File: src/rtl/core/flcd_pkg.sv
`default_nettype none

package flcd_pkg;

   localparam int MAX_WIDTH_DEFAULT = 1024;
   localparam logic [10:0] LINE_WIDTH_RESET = 11'd320;

   typedef enum logic [1:0] {
      KIND_WORD   = 2'd0,
      KIND_BYTE   = 2'd1,
      KIND_FINISH = 2'd2,
      KIND_STOP   = 2'd3
   } flcd_kind_type;

   typedef struct packed {
      logic [7:0] data_byte;
      logic       chunk_start;
   } flcd_req_type;

   typedef struct packed {
      flcd_kind_type kind;
      logic [19:0]   address;
      logic [15:0]   value;
      logic [7:0]    repeat_count;
      logic          rect_valid;
      logic [15:0]   rect_x;
      logic [15:0]   rect_y;
      logic [15:0]   rect_w;
      logic [15:0]   rect_h;
      logic          last;
   } flcd_rsp_type;

   typedef struct packed {
      logic first;
      logic second;
   } flcd_push_type;

endpackage

`default_nettype wire

File: src/rtl/core/flc_delta_chunk_decoder.sv
// Delta chunk decoder: takes the payload of one word-oriented line delta chunk,
// one byte per req word, and gives frame-buffer write commands on rsp.
// req: data_byte plus chunk_start, which restarts the parser on that byte.
// rsp: word runs (address, value, repeat count), last-pixel byte writes,
// a finish word with the dirty rectangle, or a stop word on a zero count.
// Each byte gives zero, one or two rsp words; last marks the final one.
// csr: write-only line width, saturated to MAX_WIDTH; always ready. Write it
// only while the decoder is idle; the block itself does not enforce this.
// Path: an accepted byte is held in the input register, and the words it gives
// are written into a two-entry result register that drives rsp.
// Throughput: one byte per cycle while req_stall is low; rsp moves one word
// per cycle unless rsp_stall is high, so a two-word byte can stall req.
// Reset: line width 320, parser waits for a line count, rsp empty.
// rsp_stall: held words stay put; req_stall rises once the result register
// cannot hold what the waiting byte gives.
`default_nettype none

module flc_delta_chunk_decoder import flcd_pkg::*; #(
   parameter int MAX_WIDTH = MAX_WIDTH_DEFAULT
) (
   input  wire logic        clock,
   input  wire logic        reset,
   input  wire logic        req_valid,
   output logic             req_stall,
   input  wire flcd_req_type req_data,
   output logic             rsp_valid,
   input  wire logic        rsp_stall,
   output flcd_rsp_type     rsp_data,
   input  wire logic        csr_valid,
   output logic             csr_ready,
   input  wire logic [10:0] csr_data
);

   localparam logic [12:0] WIDTH_LIMIT = 13'(MAX_WIDTH);

   logic          in_valid_ff, in_valid_in;
   flcd_req_type  in_word_ff, in_word_in;
   logic [10:0]   width_ff, width_in;
   logic          take;
   flcd_push_type push;
   flcd_rsp_type  first_word;
   flcd_rsp_type  second_word;

   assign csr_ready = 1'b1;

   always_comb begin
      width_in = width_ff;
      if (csr_valid && csr_ready) begin
         if (13'(csr_data) > WIDTH_LIMIT) begin
            width_in = 11'(WIDTH_LIMIT);
         end else begin
            width_in = csr_data;
         end
      end
   end

   assign req_stall   = in_valid_ff & ~take;
   assign in_valid_in = req_stall ? 1'b1 : req_valid;
   assign in_word_in  = req_stall ? in_word_ff : req_data;

   always_ff @(posedge clock) begin
      if (reset) begin
         in_valid_ff <= 1'b0;
         width_ff    <= LINE_WIDTH_RESET;
      end else begin
         in_valid_ff <= in_valid_in;
         width_ff    <= width_in;
      end
   end

   always_ff @(posedge clock) begin
      in_word_ff <= in_word_in;
   end

   flcd_parser u_parser (
      .clock       (clock),
      .reset       (reset),
      .line_width  (width_ff),
      .in_word     (in_word_ff),
      .take        (take),
      .push        (push),
      .first_word  (first_word),
      .second_word (second_word)
   );

   flcd_rsp_buf u_rsp_buf (
      .clock       (clock),
      .reset       (reset),
      .offer_valid (in_valid_ff),
      .push        (push),
      .first_word  (first_word),
      .second_word (second_word),
      .rsp_stall   (rsp_stall),
      .take        (take),
      .rsp_valid   (rsp_valid),
      .rsp_data    (rsp_data)
   );

   assert property (@(posedge clock) reset |=> !rsp_valid)
      else $error("rsp valid right after reset");

   assert property (@(posedge clock) disable iff (reset)
      rsp_valid && (rsp_data.kind == KIND_FINISH || rsp_data.kind == KIND_STOP)
      |-> rsp_data.last)
      else $error("finish or stop word not marked last");

   assert property (@(posedge clock) disable iff (reset)
      rsp_valid && (rsp_data.kind == KIND_WORD) |-> (rsp_data.repeat_count != 8'd0))
      else $error("word run with zero repeat count");

   assert property (@(posedge clock) disable iff (reset)
      rsp_valid && !rsp_data.last |=> rsp_valid)
      else $error("non-final word not followed by another");

endmodule

`default_nettype wire

File: src/rtl/core/flcd_parser.sv
`default_nettype none

module flcd_parser import flcd_pkg::*; (
   input  wire logic         clock,
   input  wire logic         reset,
   input  wire logic [10:0]  line_width,
   input  wire flcd_req_type in_word,
   input  wire logic         take,
   output flcd_push_type     push,
   output flcd_rsp_type      first_word,
   output flcd_rsp_type      second_word
);

   typedef enum logic [3:0] {
      PH_LC_LO, PH_LC_HI, PH_OP_LO, PH_OP_HI, PH_SKIP, PH_COUNT,
      PH_LIT_LO, PH_LIT_HI, PH_REP_LO, PH_REP_HI, PH_DONE
   } phase_type;

   localparam logic [1:0] OP_PACKETS    = 2'd0;
   localparam logic [1:0] OP_LAST_PIXEL = 2'd2;
   localparam logic [1:0] OP_LINE_SKIP  = 2'd3;

   phase_type   phase_ff, phase_in, cur_phase;
   logic [15:0] lines_ff, lines_in, cur_lines;
   logic [15:0] line_ff, line_in, cur_line;
   logic [13:0] packets_ff, packets_in, cur_packets;
   logic [15:0] column_ff, column_in, cur_column;
   logic [7:0]  low_ff, low_in, cur_low;
   logic [7:0]  run_ff, run_in, cur_run;
   logic [15:0] min_col_ff, min_col_in, cur_min_col;
   logic [15:0] min_line_ff, min_line_in, cur_min_line;
   logic [15:0] max_col_ff, max_col_in, cur_max_col;
   logic [15:0] max_line_ff, max_line_in, cur_max_line;
   logic        touched_ff, touched_in, cur_touched;

   logic [7:0]   b;
   logic [15:0]  op;
   logic [26:0]  line_prod;
   logic [19:0]  word_addr;
   logic [19:0]  pixel_addr;
   logic         end_pkt;
   logic         end_ln;
   logic         finish;
   logic         emit;
   flcd_rsp_type word_res;
   flcd_rsp_type fin_res;

   assign b  = in_word.data_byte;
   assign op = {b, cur_low};

   always_comb begin
      if (in_word.chunk_start) begin
         cur_phase    = PH_LC_LO;
         cur_lines    = '0;
         cur_line     = '0;
         cur_packets  = '0;
         cur_column   = '0;
         cur_low      = '0;
         cur_run      = '0;
         cur_min_col  = '1;
         cur_min_line = '1;
         cur_max_col  = '0;
         cur_max_line = '0;
         cur_touched  = 1'b0;
      end else begin
         cur_phase    = phase_ff;
         cur_lines    = lines_ff;
         cur_line     = line_ff;
         cur_packets  = packets_ff;
         cur_column   = column_ff;
         cur_low      = low_ff;
         cur_run      = run_ff;
         cur_min_col  = min_col_ff;
         cur_min_line = min_line_ff;
         cur_max_col  = max_col_ff;
         cur_max_line = max_line_ff;
         cur_touched  = touched_ff;
      end
   end

   assign line_prod  = 27'(cur_line) * 27'(line_width);
   assign word_addr  = 20'(line_prod + 27'(cur_column));
   assign pixel_addr = 20'(line_prod + 27'(line_width) - 27'd1);

   always_comb begin
      phase_in    = cur_phase;
      lines_in    = cur_lines;
      line_in     = cur_line;
      packets_in  = cur_packets;
      column_in   = cur_column;
      low_in      = cur_low;
      run_in      = cur_run;
      min_col_in  = cur_min_col;
      min_line_in = cur_min_line;
      max_col_in  = cur_max_col;
      max_line_in = cur_max_line;
      touched_in  = cur_touched;
      end_pkt     = 1'b0;
      end_ln      = 1'b0;
      finish      = 1'b0;
      emit        = 1'b0;
      word_res    = '0;
      fin_res     = '0;

      case (cur_phase)
         PH_LC_LO: begin
            low_in   = b;
            phase_in = PH_LC_HI;
         end
         PH_LC_HI: begin
            lines_in = op;
            if (op == 16'd0) begin
               finish = 1'b1;
            end else begin
               phase_in = PH_OP_LO;
            end
         end
         PH_OP_LO: begin
            low_in   = b;
            phase_in = PH_OP_HI;
         end
         PH_OP_HI: begin
            phase_in = PH_OP_LO;
            case (op[15:14])
               OP_PACKETS: begin
                  packets_in = op[13:0];
                  column_in  = '0;
                  if (op[13:0] == 14'd0) begin
                     end_ln = 1'b1;
                  end else begin
                     phase_in = PH_SKIP;
                  end
               end
               OP_LAST_PIXEL: begin
                  emit                  = 1'b1;
                  word_res.kind         = KIND_BYTE;
                  word_res.address      = pixel_addr;
                  word_res.value        = {8'd0, cur_low};
                  word_res.repeat_count = 8'd1;
               end
               OP_LINE_SKIP: begin
                  line_in = cur_line - op;
               end
               default: begin
               end
            endcase
         end
         PH_SKIP: begin
            column_in = cur_column + 16'(b);
            phase_in  = PH_COUNT;
         end
         PH_COUNT: begin
            if (b == 8'd0) begin
               emit          = 1'b1;
               word_res.kind = KIND_STOP;
               phase_in      = PH_DONE;
            end else begin
               touched_in = 1'b1;
               if (cur_column < cur_min_col) begin
                  min_col_in = cur_column;
               end
               if (cur_line < cur_min_line) begin
                  min_line_in = cur_line;
               end
               if (cur_line > cur_max_line) begin
                  max_line_in = cur_line;
               end
               if (b[7]) begin
                  run_in   = 8'd0 - b;
                  phase_in = PH_REP_LO;
               end else begin
                  run_in   = b;
                  phase_in = PH_LIT_LO;
               end
            end
         end
         PH_LIT_LO: begin
            low_in   = b;
            phase_in = PH_LIT_HI;
         end
         PH_LIT_HI: begin
            emit                  = 1'b1;
            word_res.kind         = KIND_WORD;
            word_res.address      = word_addr;
            word_res.value        = op;
            word_res.repeat_count = 8'd1;
            column_in             = cur_column + 16'd2;
            run_in                = cur_run - 8'd1;
            if (run_in == 8'd0) begin
               end_pkt = 1'b1;
            end else begin
               phase_in = PH_LIT_LO;
            end
         end
         PH_REP_LO: begin
            low_in   = b;
            phase_in = PH_REP_HI;
         end
         PH_REP_HI: begin
            emit                  = 1'b1;
            word_res.kind         = KIND_WORD;
            word_res.address      = word_addr;
            word_res.value        = op;
            word_res.repeat_count = cur_run;
            column_in             = cur_column + {7'd0, cur_run, 1'b0};
            end_pkt               = 1'b1;
         end
         default: begin
         end
      endcase

      if (end_pkt) begin
         if (column_in > cur_max_col) begin
            max_col_in = column_in;
         end
         packets_in = cur_packets - 14'd1;
         if (packets_in == 14'd0) begin
            end_ln = 1'b1;
         end else begin
            phase_in = PH_SKIP;
         end
      end

      if (end_ln) begin
         line_in  = line_in + 16'd1;
         lines_in = cur_lines - 16'd1;
         if (lines_in == 16'd0) begin
            finish = 1'b1;
         end else begin
            phase_in = PH_OP_LO;
         end
      end

      if (finish) begin
         phase_in     = PH_DONE;
         fin_res.kind = KIND_FINISH;
         fin_res.last = 1'b1;
         if (touched_in) begin
            fin_res.rect_valid = 1'b1;
            fin_res.rect_x     = min_col_in;
            fin_res.rect_y     = min_line_in;
            fin_res.rect_w     = max_col_in - min_col_in + 16'd1;
            fin_res.rect_h     = max_line_in - min_line_in + 16'd1;
         end
      end
   end

   always_comb begin
      push.first    = emit | finish;
      push.second   = emit & finish;
      second_word   = fin_res;
      if (emit) begin
         first_word      = word_res;
         first_word.last = ~finish;
      end else begin
         first_word = fin_res;
      end
   end

   always_ff @(posedge clock) begin
      if (reset) begin
         phase_ff    <= PH_LC_LO;
         lines_ff    <= '0;
         line_ff     <= '0;
         packets_ff  <= '0;
         column_ff   <= '0;
         low_ff      <= '0;
         run_ff      <= '0;
         min_col_ff  <= '1;
         min_line_ff <= '1;
         max_col_ff  <= '0;
         max_line_ff <= '0;
         touched_ff  <= 1'b0;
      end else if (take) begin
         phase_ff    <= phase_in;
         lines_ff    <= lines_in;
         line_ff     <= line_in;
         packets_ff  <= packets_in;
         column_ff   <= column_in;
         low_ff      <= low_in;
         run_ff      <= run_in;
         min_col_ff  <= min_col_in;
         min_line_ff <= min_line_in;
         max_col_ff  <= max_col_in;
         max_line_ff <= max_line_in;
         touched_ff  <= touched_in;
      end
   end

endmodule

`default_nettype wire

File: src/rtl/core/flcd_rsp_buf.sv
`default_nettype none

module flcd_rsp_buf import flcd_pkg::*; (
   input  wire logic    clock,
   input  wire logic    reset,
   input  wire logic    offer_valid,
   input  wire flcd_push_type push,
   input  wire flcd_rsp_type first_word,
   input  wire flcd_rsp_type second_word,
   input  wire logic    rsp_stall,
   output logic         take,
   output logic         rsp_valid,
   output flcd_rsp_type rsp_data
);

   logic [1:0]   cnt_ff, cnt_in;
   logic [1:0]   kept;
   logic [1:0]   pushed;
   logic         pop;
   flcd_rsp_type slot0_ff, slot0_in;
   flcd_rsp_type slot1_ff, slot1_in;

   assign pop    = (cnt_ff != 2'd0) && !rsp_stall;
   assign kept   = cnt_ff - {1'b0, pop};
   assign pushed = push.second ? 2'd2 : {1'b0, push.first};
   assign take   = offer_valid && (({1'b0, kept} + {1'b0, pushed}) <= 3'd2);

   always_comb begin
      slot0_in = pop ? slot1_ff : slot0_ff;
      slot1_in = slot1_ff;
      cnt_in   = kept;
      if (take) begin
         cnt_in = kept + pushed;
         case (kept)
            2'd0: begin
               slot0_in = first_word;
               slot1_in = second_word;
            end
            2'd1: begin
               slot1_in = first_word;
            end
            default: begin
            end
         endcase
      end
   end

   always_ff @(posedge clock) begin
      if (reset) begin
         cnt_ff <= '0;
      end else begin
         cnt_ff <= cnt_in;
      end
   end

   always_ff @(posedge clock) begin
      slot0_ff <= slot0_in;
      slot1_ff <= slot1_in;
   end

   assign rsp_valid = (cnt_ff != 2'd0);
   assign rsp_data  = slot0_ff;

endmodule

`default_nettype wire
File: config.mk
export PLATFORM = sky130hd
export DESIGN_NAME = flc_delta_chunk_decoder
export DESIGN_NICKNAME = d
export VERILOG_FILES = /design/src/rtl/core/flcd_pkg.sv /design/src/rtl/core/flc_delta_chunk_decoder.sv /design/src/rtl/core/flcd_parser.sv /design/src/rtl/core/flcd_rsp_buf.sv
export SDC_FILE = /design/constraint.sdc
export NUM_CORES = 2
export LEC_CHECK = 0
export BUFFER_PORTS_ARGS = -buffer_cell sky130_fd_sc_hd__buf_2
export CORE_AREA = 2 2 233 408
export DETAILED_ROUTE_END_ITERATION = 12
export DIE_AREA = 0 0 235 410
export SYNTH_ARGS = -nofsm -noshare
export SYNTH_HDL_FRONTEND = slang
export SYNTH_HIERARCHICAL = 1
export SYNTH_SLANG_ARGS = --single-unit
export TNS_END_PERCENT = 10
File: constraint.sdc
create_clock -name clock -period 13.5 [get_ports clock]
set_input_delay 2.7 -clock clock [delete_from_list [all_inputs] [get_ports clock]]
set_output_delay 2.7 -clock clock [all_outputs]
set_load 0.05 [all_outputs]
# Word-level counts from Yosys, hierarchy flattened
# Index checks and enable logic that the tools add are counted.
word_totals:
  ff_bits: 394
  inputBits: 25
  out_inout_bits: 115
op_classes:
  n_addsub: 19
  mul: 1
  order_cmp: 6
  eq_ne: 12
  muxes: 81
  n_bitwise: 5
  reduce_logical: 17
op_table:
  columns: ["cell", "count"]
  rows:
  - ["112-bit two-way mux", 4]
  - ["16-bit two-way mux", 24]
  - ["112-bit case mux with 2 select lines", 1]
  - ["44-bit case mux with 3 select lines", 1]
  - ["66-bit two-way mux", 1]
  - ["65-bit two-way mux", 1]
  - ["16-bit case mux with 4 select lines", 1]
  - ["14-bit two-way mux", 4]
  - ["16-bit by 1-bit adder with 16-bit output, second input constant", 3]
  - ["16-bit subtractor", 3]
  - ["45-bit two-way mux", 1]
  - ["4-bit two-way mux", 11]
  - ["8-bit two-way mux", 5]
  - ["4-bit case mux with 9 select lines", 1]
  - ["16-bit greater-than comparator", 2]
  - ["16-bit logical NOT", 2]
  - ["16-bit less-than comparator", 2]
  - ["14-bit logical NOT", 2]
  - ["20-bit by 11-bit adder with 20-bit output", 1]
  - ["20-bit by 16-bit adder with 20-bit output", 1]
  - ["16-bit by 11-bit multiplier with 20-bit output", 1]
  - ["20-bit by 1-bit subtractor with 20-bit output, second input constant", 1]
  - ["16-bit by 2-bit adder with 16-bit output, second input constant", 1]
  - ["16-bit by 8-bit adder with 16-bit output", 1]
  - ["36 further kinds", 66]

# Logic depth before layout (Yosys ltp)
logic_depth:
  word_depth: 16
  ltp_mapped: 46
  mapped_depth_nobuf: 42

# Hierarchy
# The synthesis kept the hierarchy.
by_module_without_submodules:
  columns: ["module", "instances", "cells_each", "area_per_inst_um2"]
  rows:
  - ["flcd_parser", 1, 2985, 21464.3]
  - ["flcd_rsp_buf", 1, 619, 10105.9]
  - ["flc_delta_chunk_decoder", 1, 64, 752.0]

# Least setup slack after synthesis
# No wires, ideal clock.
synth_timing:
  path_kind: "reg-to-reg"
  start: "reg in_word_ff[0] (netlist bit)"
  end: "reg u_rsp_buf/slot1_ff[0] (netlist bit), enable pin"
  setup_ns: 0.584
  arrival_time_ns: 9.598
  path_slack_ns: 3.318
  stages_incl_launch_ff: 24
  cell_sequence: "edfxtp_1 inv_1 buf_2 buf_1 clkbuf_1 clkbuf_1 clkbuf_1 clkbuf_1 nand2_1 ha_1 xnor2_1 nand3_1 or4_4 nor4_1 a31o_2 a31oi_2 inv_1 ha_1 nor2b_1 ha_1 fa_1 nor2b_1 nand2_1 nor2_1"
synth_rtl:
  columns: ["element", "line_no", "text"]
  rows:
  - ["from (decl)", "flc_delta_chunk_decoder.sv:37", "flcd_req_type in_word_ff, in_word_in;"]
  - ["from (signal assigned)", "flc_delta_chunk_decoder.sv:72", "in_word_ff <= in_word_in;"]
  - ["to (signal assigned)", "flcd_rsp_buf.sv:58", "slot1_ff <= slot1_in;"]
  - ["to (decl)", "flcd_rsp_buf.sv:21", "flcd_rsp_type slot1_ff, slot1_in;"]

==> impl_metrics.yaml <==
synthesis:
  synth_ff_type: "dfxtp_1"
  synthesis.area_sq_um: 32300
  ys_ff_latch: 394
  synthArstFlopShare_pct: 0
  synth_edf_count: 121
  avgSynthCellArea_sq_um: 8.81
  synthTopCellsByArea: "dfxtp_1 17%, edfxtp_1 11%, ha_1 9.6%, mux2_2 9.4%, fa_1 7.1%"
  netlist.area_leader.share_pct: 16.9
  yosysTopAreaCell: "dfxtp_1"
  yosysUniqueCellTypes: 91
  netlist_instances: 3668
  seq_area_frac_synth_pct: 28.2
  yosys_warnings: 6
route:
  detail-route-antenna-nets: 0
  vias_per_cell: 5.34
  drt_first_pass_iters: 7
  drt-total-wl_microns: 101000
  drc: 0
  wl_per_cell_microns: 20.5
  drt_iter0_markers: 1580
  vias: 26500
critical_path:
  critical_path_buf_inv_count: 6
  crit_type: "flop to output pin"
  max_stage_delay_ns: 0.88
  crit_chain: "inv_2 > nand2_1 > ha_1 > a211o_1 > a32o_1 > nand4_1 > o21a_1 > buf_4 > nor2_1 > a31o_2 > a31oi_2 > inv_1 > ha_1 > nor2b_1 > ha_1 > fa_1 > nand2_1 > nand2_1 > inv_4 > nand2b_1 > inv_1 > buf_2"
  crit_family: "buffers and inverters"
  critPathSlowestCell: "nand2b_1"
  crit_path_max_fanout: 63
  start_kind: "flop"
  cp-end-kind: "output pin"
  crit_required_ns: 10.80
  critPathArrivalTime_ns: 7.56
clocking:
  post_cts_buffers: 0
  clock_path_buffers: 3
  htreeDepth: 2
  clock_latency_ns: 0.60
  numCtsBuffers: 41
  clk_pin_slew_ns: 0.07
  root_buffer: "clkbuf_16"
  cts-resized-gates: 0
  cts_tree: "yes"
  ctsHoldBuffers: 0
  cts.sinks: 394
timing:
  final_max_slew_viol_count: 0
  worst_pin_slew_ns: 1.18
  whs_ns: 0.467
  worst_slack_ns: 3.24
  fin_crit_ns: 10.26
  final-hold-violation-count: 0
  slew_headroom_pct: 20.9
  finClkSkew_ns: 0.0295
  setup_viol_count_final: 0
  period_share_pct: 76.0
  max_freq_mhz: 97.5
  tns_ns: 0
  rsz0062_at_grt: "no"
layout:
  num-fill-cells: 9351
  final_nets: 4103
  multiInputGateArea_sq_um: 21200
  area_growth_syn_to_layout_pct: 9.38
  fin_area_sq_um: 35400
  drive_gt1_share_pct: 17.5
  regArea_sq_um: 9100
placement:
  hpwl_microns: 76900
  io_buffers: 138
  place_ws_ns: 3.71
  routabilityCongestion: 0.937
  post_dp_cell_area_sq_um: 34000
grt:
  grt_start_max_net_pins: 79
  grt_overflow_total: 0
  grt_usage_pct: 20.5
  grt_pass1_vias: 26500
  grt_antenna_before_repair: 2
  grt_pass1_wl_microns: 155000
flow_run:
  max-cap-violations: 0
floorplanning:
  rows: 149
  ios: 140
  coreArea_sq_um: 93400
  dieWidth_microns: 235
  initial_utilization_pct: 34.6
  dieArea_sq_um: 96400
  dieHeight_microns: 410
min_path:
  min_path_type: "flop to flop"
run_status:
  status: "complete, no violations"
power:
  peakVddDrop_mv: 0.0803
  p_leak_uw: 0.0162
  powerDensity_nw_per_um2: 87.3
Yosys cell counts, drive strengths merged (18+ instances only):
cell	instances
buf	116
o211ai	25
a21o	36
o22ai	27
xnor2	82
edfxtp	121
ha	249
xor2	47
dfxtp	273
clkbuf	121
o21ai	149
a31oi	19
nand3	44
a211oi	45
mux2	350
and2	31
nand2	372
nor2	499
fa	114
or3	19
a21oi	140
o21a	28
nand2b	25
inv	263
nor4	21
nor3	96
nor2b	58
a22oi	18
mux2i	50
power by group:
group,total [uW],switching [uW],internal (uW)
Sequential,1330,46.4,1280
Clock,1200,535,661
Combinational,562,364,198
registers in the layout, indices dropped and copies added (netlist names):
| register | count |
|---|---|
| u_rsp_buf/rsp_data | 112 |
| u_parser/column_ff | 16 |
| u_rsp_buf/slot1_ff | 112 |
| u_parser/min_line_ff | 16 |
| u_rsp_buf/cnt_ff | 2 |
| u_parser/line_ff | 16 |
| u_parser/touched_ff | 1 |
| in_word_ff | 9 |
| in_valid_ff | 1 |
| u_parser/run_ff | 8 |
| u_parser/max_line_ff | 16 |
| u_parser/min_col_ff | 16 |
| u_parser/low_ff | 8 |
| u_parser/lines_ff | 16 |
| u_parser/phase_ff | 4 |
| width_ff | 11 |
| u_parser/max_col_ff | 16 |
| u_parser/packets_ff | 14 |
layout make-up:
type | count | share of cell area, %
sequential | 394 | 25.7
inverter | 273 | 2.91
clock inverter | 20 | 0.612
antenna | 1 | 0.00708
timing repair buffer | 197 | 3.21
tap | 1208 | 4.28
clock buffer | 56 | 3.23
multi-input combinational | 2808 | 60.0
kinds of logic after synthesis:
kind of cell,synth area share (%)
xor gates and xnor gates,3.70
adders and majority gates,16.7
DFF,28.2
AOI/OAI and AO/OA,12.5
and+or+nand+nor,17.3
other,0.0232
muxes,14.7
buffers and inverters,6.92
final timing paths:
kind                       startpoint  cells after the start  slack, ns                endpoint
setup reg to reg        in_word_ff[0]                     37       3.55  u_rsp_buf/slot1_ff[31]
setup / recovery        in_word_ff[0]                     22       3.24               req_stall
hold / removal    u_parser/line_ff[7]                      2       0.47     u_parser/line_ff[7]
hold reg to reg   u_parser/line_ff[7]                      2       0.47     u_parser/line_ff[7]
through the flow:
stage	utilization, %	instances	total power (uW)
finish	37.9	4957	3090
global route	37.9	4957	3210
CTS	37.8	4956	3120
detailed placement	36.4	4880	1920
global placement	36.4	4880	1910
floorplan	-	3712	1770
cells in the final DEF, fill, tap and decap left out, drive strengths merged, types with 114 or more instances in the layout:
master / instances
nor2: 499
nand2: 372
mux2: 350
dfxtp: 273
inv: 270
ha: 249
buf: 197
o21ai: 149
a21oi: 140
edfxtp: 121
fa: 114
worst reg2reg max path, delay by kind of cell (launching register included):
| family | cells | cell delay, ns |
|---|---|---|
| DFF | 1 | 0.41 |
| xor gates and xnor gates | 1 | 0.21 |
| and+or+nand+nor | 7 | 1.35 |
| muxes | 1 | 0.29 |
| buffers and inverters | 4 | 1.69 |
| adders and majority gates | 4 | 1.38 |
| AOI/OAI and AO/OA | 20 | 4.42 |
layer usage:
| layer | GRT usage (%) | vias to the layer above | share of wire [%] |
|---|---|---|---|
| met5 | 0 | - | 0.013 |
| met4 | 13.8 | 2 | 7.5 |
| met2 | 39.5 | 600 | 53 |
| li1 | - | 12700 | - |
| met1 | 20.4 | 12900 | 36 |
| met3 | 2.47 | 269 | 3.8 |
(Power assumes the default switching activity.)
